===== src/rtl/core/dmf_pkg.sv =====
// Shared types and constants for the Dinic max-flow core.
// Used by dmf_ctrl, dmf_datapath and dinic_max_flow_core.
`default_nettype none
package dmf_pkg;

    localparam int ACTION_W     = 2;
    localparam int NODE_FIELD_W = 6;
    localparam int CAP_FIELD_W  = 32;
    localparam int FLOW_W       = 40;
    localparam int NCOUNT_W     = 7;
    localparam int CFG_INDEX_W  = 2;
    localparam int CFG_DATA_W   = 7;
    localparam int CMP_W        = 9;

    localparam logic [ACTION_W-1:0] ACT_ADD   = 2'd0;
    localparam logic [ACTION_W-1:0] ACT_SOLVE = 2'd1;
    localparam logic [ACTION_W-1:0] ACT_CLEAR = 2'd2;

    localparam logic [CFG_INDEX_W-1:0] CFG_SOURCE = 2'd0;
    localparam logic [CFG_INDEX_W-1:0] CFG_SINK   = 2'd1;
    localparam logic [CFG_INDEX_W-1:0] CFG_NCOUNT = 2'd2;

    typedef enum logic [4:0] {
        S_IDLE, S_DECODE,
        S_ADD_A, S_ADD_B, S_ADD_C, S_ADD_D,
        S_BFS_INIT, S_BFS_POP, S_BFS_U, S_BFS_E0, S_BFS_EDGE, S_BFS_V,
        S_DFS_INIT, S_DFS_TOP, S_DFS_E, S_DFS_CHK, S_DFS_CHK2,
        S_DFS_BK0, S_DFS_BK1, S_DFS_BK2,
        S_AUG_M0, S_AUG_M1, S_AUG_M2,
        S_AUG_S0, S_AUG_S1, S_AUG_S2, S_AUG_S3,
        S_DONE
    } t_state;

    typedef enum logic [4:0] {
        OP_NONE, OP_LOAD, OP_DECODE,
        OP_ADD_A, OP_ADD_B, OP_ADD_C, OP_ADD_D,
        OP_BFS_INIT, OP_BFS_POP, OP_BFS_U, OP_BFS_E0, OP_BFS_EDGE, OP_BFS_V,
        OP_DFS_INIT, OP_DFS_TOP, OP_DFS_E, OP_DFS_CHK, OP_DFS_CHK2,
        OP_DFS_BK0, OP_DFS_BK1, OP_DFS_BK2,
        OP_AUG_M0, OP_AUG_M1, OP_AUG_M2,
        OP_AUG_S0, OP_AUG_S1, OP_AUG_S2, OP_AUG_S3
    } t_op;

    typedef struct packed {
        logic [ACTION_W-1:0] action;
        logic                add_ok;
        logic                solve_ok;
        logic                queue_empty;
        logic                sink_reached;
        logic                edge_empty;
        logic                dfs_e_empty;
        logic                depth_zero;
        logic                at_sink;
        logic                last_idx;
    } t_dp_status;

endpackage
`default_nettype wire


===== src/rtl/core/dmf_ctrl.sv =====
// Sequencer for the max-flow core: add, clear, level pass, path search, augment.
// Depends on dmf_pkg; drives dmf_datapath through t_op, reads t_dp_status.
`default_nettype none
module dmf_ctrl (
    input  logic                i_clk,
    input  logic                i_rst_n,
    input  logic                start,
    input  dmf_pkg::t_dp_status i_dp,
    output dmf_pkg::t_op        o_op,
    output logic                busy,
    output logic                o_result_valid
);
    import dmf_pkg::*;

    t_state r_state, n_state;

    always_ff @(posedge i_clk) begin
        if (!i_rst_n) begin
            r_state <= S_IDLE;
        end else begin
            r_state <= n_state;
        end
    end

    always_comb begin
        n_state = r_state;
        case (r_state)
            S_IDLE:     if (start) n_state = S_DECODE;
            S_DECODE: begin
                if (i_dp.action == ACT_ADD) begin
                    n_state = i_dp.add_ok ? S_ADD_A : S_DONE;
                end else if (i_dp.action == ACT_SOLVE) begin
                    n_state = i_dp.solve_ok ? S_BFS_INIT : S_DONE;
                end else begin
                    n_state = S_DONE;
                end
            end
            S_ADD_A:    n_state = S_ADD_B;
            S_ADD_B:    n_state = S_ADD_C;
            S_ADD_C:    n_state = S_ADD_D;
            S_ADD_D:    n_state = S_DONE;
            S_BFS_INIT: n_state = S_BFS_POP;
            S_BFS_POP: begin
                if (i_dp.queue_empty) begin
                    n_state = i_dp.sink_reached ? S_DFS_INIT : S_DONE;
                end else begin
                    n_state = S_BFS_U;
                end
            end
            S_BFS_U:    n_state = S_BFS_E0;
            S_BFS_E0:   n_state = S_BFS_EDGE;
            S_BFS_EDGE: n_state = i_dp.edge_empty ? S_BFS_POP : S_BFS_V;
            S_BFS_V:    n_state = S_BFS_EDGE;
            S_DFS_INIT: n_state = S_DFS_TOP;
            S_DFS_TOP:  n_state = i_dp.at_sink ? S_AUG_M0 : S_DFS_E;
            S_DFS_E: begin
                if (i_dp.dfs_e_empty) begin
                    n_state = i_dp.depth_zero ? S_BFS_INIT : S_DFS_BK0;
                end else begin
                    n_state = S_DFS_CHK;
                end
            end
            S_DFS_CHK:  n_state = S_DFS_CHK2;
            S_DFS_CHK2: n_state = S_DFS_TOP;
            S_DFS_BK0:  n_state = S_DFS_BK1;
            S_DFS_BK1:  n_state = S_DFS_BK2;
            S_DFS_BK2:  n_state = S_DFS_TOP;
            S_AUG_M0:   n_state = S_AUG_M1;
            S_AUG_M1:   n_state = S_AUG_M2;
            S_AUG_M2:   n_state = i_dp.last_idx ? S_AUG_S0 : S_AUG_M1;
            S_AUG_S0:   n_state = S_AUG_S1;
            S_AUG_S1:   n_state = S_AUG_S2;
            S_AUG_S2:   n_state = S_AUG_S3;
            S_AUG_S3:   n_state = i_dp.last_idx ? S_DFS_TOP : S_AUG_S1;
            S_DONE:     n_state = S_IDLE;
            default:    n_state = S_IDLE;
        endcase
    end

    always_comb begin
        o_op           = OP_NONE;
        busy           = (r_state != S_IDLE);
        o_result_valid = (r_state == S_DONE);
        case (r_state)
            S_IDLE:     o_op = start ? OP_LOAD : OP_NONE;
            S_DECODE:   o_op = OP_DECODE;
            S_ADD_A:    o_op = OP_ADD_A;
            S_ADD_B:    o_op = OP_ADD_B;
            S_ADD_C:    o_op = OP_ADD_C;
            S_ADD_D:    o_op = OP_ADD_D;
            S_BFS_INIT: o_op = OP_BFS_INIT;
            S_BFS_POP:  o_op = OP_BFS_POP;
            S_BFS_U:    o_op = OP_BFS_U;
            S_BFS_E0:   o_op = OP_BFS_E0;
            S_BFS_EDGE: o_op = OP_BFS_EDGE;
            S_BFS_V:    o_op = OP_BFS_V;
            S_DFS_INIT: o_op = OP_DFS_INIT;
            S_DFS_TOP:  o_op = OP_DFS_TOP;
            S_DFS_E:    o_op = OP_DFS_E;
            S_DFS_CHK:  o_op = OP_DFS_CHK;
            S_DFS_CHK2: o_op = OP_DFS_CHK2;
            S_DFS_BK0:  o_op = OP_DFS_BK0;
            S_DFS_BK1:  o_op = OP_DFS_BK1;
            S_DFS_BK2:  o_op = OP_DFS_BK2;
            S_AUG_M0:   o_op = OP_AUG_M0;
            S_AUG_M1:   o_op = OP_AUG_M1;
            S_AUG_M2:   o_op = OP_AUG_M2;
            S_AUG_S0:   o_op = OP_AUG_S0;
            S_AUG_S1:   o_op = OP_AUG_S1;
            S_AUG_S2:   o_op = OP_AUG_S2;
            S_AUG_S3:   o_op = OP_AUG_S3;
            default:    o_op = OP_NONE;
        endcase
    end

endmodule
`default_nettype wire


===== config.mk =====
export PLATFORM = sky130hd
export DESIGN_NAME = dmf_ctrl
export DESIGN_NICKNAME = d
export VERILOG_FILES = /design/src/rtl/core/dmf_pkg.sv /design/src/rtl/core/dmf_ctrl.sv
export SDC_FILE = /design/constraint.sdc
export NUM_CORES = 1
export LEC_CHECK = 0
export ABC_AREA = 0
export BUFFER_PORTS_ARGS = -buffer_cell sky130_fd_sc_hd__buf_2
export CORE_ASPECT_RATIO = 0.9
export CORE_MARGIN = 8
export CORE_UTILIZATION = 30
export DETAILED_ROUTE_END_ITERATION = 10
export GPL_TIMING_DRIVEN = 0
export HOLD_SLACK_MARGIN = 0.02
export PLACE_DENSITY = 0.57
export SLEW_MARGIN = 20
export SYNTH_ARGS = -nofsm -noshare
export SYNTH_HDL_FRONTEND = slang
export SYNTH_SLANG_ARGS = --single-unit

===== constraint.sdc =====
create_clock -name i_clk -period 1.6 [get_ports i_clk]
set_input_delay 0.08 -clock i_clk [delete_from_list [all_inputs] [get_ports i_clk]]
set_output_delay 0.08 -clock i_clk [all_outputs]
set_load 0.02 [all_outputs]

==> run metrics <==
status completed; Die X 69.0 um; Finished Layout Cells roughly 160; multiplexer share of the synthesized area under 10%; Post-Syn Area 758 um2; EDFF count, synth 0; Syn. warnings 0; top_reg_cell synth dfxtp_1; vias in the first global route about 910; fmax 643 MHz; Final WS setup 45.4 ps; worst-path fanout max 8; first-pass GRT wire length 4200 um; Routed WL ~2600 um; Post-Synth XOR/XNOR Area between 2 and 2.5%; die area between 4000 and 5000 um2; H-Tree Depth 1; # setup viols final 0; port bufs 20; Distinct cells, synth 52; clk root buf clkbuf_4; Hold Crit Class input pin to register; max reg flops 5; peak supply drop 0.000556 V; core footprint 2420 um2; Synth Register Bits 5; final net count 146; routed vias 936; Antenna diodes 0; Compound-Gate Fraction of Synth Area between 30% and 40%; 1st-iter DRT viols 36; initial antenna violation count 0; Worst Path Required 1520 ps; endpoints failing hold 0; Worst Tran Pin Value around 510 ps; clock-pin slew on the worst setup and hold paths 40 ps; simple-gate share of the synthesized area 34.5%; Fill cells 275; worst hold margin 196 ps; I/O pins 21; DRT antenna net count 0; worst rel slew slack 65.7%; worst skew pair latency between 200 and 250 ps; routed vias/inst 5.89; average cell area after synthesis 7.29 um2; GP Congestion between 0.8 and 0.9; largest registers r_state (5); area growth from synthesis to layout 30.0%; crit end category primary output; Util after Layout 40.7%; clk buf depth 2; starting density of the core around 31%; average wire per standard cell 16.1 um; HPWL after DPL 1990 um; drt first pass iters 4; asr flop ratio synth 0%; leakage power 0.399 nW; instance count of the mapped netlist 104; largest net degree at the start of global routing 11; crit share post-route 97.2%; Seq/Total Area, Yosys between 10% and 20%; pre-CTS setup slack 122 ps; CTS Buf Count 3; Total GRT Usage 12.0%; maxcap violations 0; layout cells sized above 1 35.1%; fin. max-slew vios 0; drt drc 0; post-place instance area between 800 and 900 um2; post-synth net total ~120; Most flops, register r_state; post-synthesis adder-cell area fraction around 1.3%; CTS Sinks 5; grt total ovfl 0; CP Launch Type register; pwr dens approximately 1600 nW/um2; CP Class register to primary output; Final Critical Period 1550 ps; Die H between 60 and 70 um; CTS tree done; clk_skew 3.51 ps; fin area 986 um2; placed cell count 152; Rows 17; CP arrival around 1500 ps; largest family of logic cells by synthesized area compound AO/OA/AOI/OAI gates
-- worst max-delay path, cell delays in order, from the launching register on --
cell        delay (ps)
dfxtp_1            320
buf_6              130
clkinvlp_4         130
maj3_1             370
o2bb2ai_1          130
buf_4              160
-- what timing repair did --
action                     in CTS  in global routing
setup endpoints to repair       1                  3
hold buffers                    0                  0
hold endpoints to repair        0                  0
buffers inserted                0                  3
resized for setup               1                 15
-- cells in the mapped netlist, types with 2 or more instances --
cell	n	area, um2
dfxtp_1	5	100
nand3b_1	2	15.0
nand4_1	2	12.5
buf_4	4	30.0
a31oi_1	5	31.3
o21ai_0	4	20.0
a211oi_1	2	15.0
buf_2	4	20.0
and2_1	2	12.5
o22ai_1	3	18.8
inv_1	3	11.3
nor2_1	7	26.3
nor3_1	2	10.0
nand2b_1	3	18.8
buf_6	2	22.5
nor2b_1	3	18.8
nand2_1	5	18.8
o311a_1	2	20.0
nand3_1	4	20.0
a21oi_1	8	40.0
-- metrics by stage --
stage | TNS, ps | power, mW
finish | 0 | 1.60
global route | -17.1 | 1.72
CTS | 0 | 1.48
detailed placement | 0 | 1.32
global placement | 0 | 1.33
floorplan | 0 | 1.05
-- power breakdown --
part           switching, mW  internal [mW]  total, mW  leakage (nW)
Combinational          0.706          0.536       1.24         0.342
Clock                 0.0509         0.0942      0.145        0.0150
Sequential            0.0401          0.177      0.217        0.0426
-- cell type report --
type	count	area, um2	share of cell area [%]
Sequential cell	5	106	10.8
Multi-Input combinational cell	86	592	60.0
Timing Repair Buffer	23	128	12.9
Inverter	3	15.0	1.52
Buffer	10	83.8	8.50
Clock buffer	4	26.3	2.66
Tap cell	28	35.0	3.55
-- cell usage in the layout, fill, tap and decap left out, types with 2 or more instances in the layout --
cell | synthesis | final
a31oi_1 | 5 | 5
a21oi_1 | 8 | 8
nand4_1 | 2 | 2
buf_2 | 4 | 19
o21ai_0 | 4 | 4
buf_6 | 2 | 3
nand2b_1 | 3 | 3
nand3_1 | 4 | 4
and2_4 | 1 | 2
a211oi_1 | 2 | 2
nor3_1 | 2 | 2
nor2_1 | 7 | 7
o311a_1 | 2 | 2
inv_1 | 3 | 2
nand2_1 | 5 | 5
buf_4 | 4 | 9
dfxtp_2 | 0 | 2
o22ai_1 | 3 | 3
dfxtp_1 | 5 | 2
nand3b_1 | 2 | 2
clkbuf_4 | 0 | 5
nor2b_1 | 3 | 3
-- layer usage --
| metal | routed length [um] | vias to the layer above | track usage, % |
|---|---|---|---|
| met5 | 0 | - | 0 |
| met4 | 13 | 0 | 3.51 |
| met3 | 231 | 3 | 4.24 |
| met2 | 1230 | 43 | 18.1 |
| met1 | 1090 | 434 | 15.5 |
| li1 | - | 456 | - |
-- cell families (layout without fill, tap and decap cells) --
logic type      after synthesis  count (layout)
xor+xnor                      2               2
buf+inv                      13              40
mux                           1               1
flops                         5               5
compound gates               39              39
fa+ha+maj                     1               1
simple gates                 43              43
-- path summary, 6_finish.rpt --
kind	startpoint	to	slack, ps	cells past startpoint
setup / recovery	r_state[2]	o_op[3]	50	5
hold / removal	i_dp[5]	r_state[2]	200	3
setup reg to reg	r_state[4]	r_state[1]	120	5
hold reg to reg	r_state[4]	r_state[4]	750	3
No activity file was read; power rests on OpenSTA's default activity.
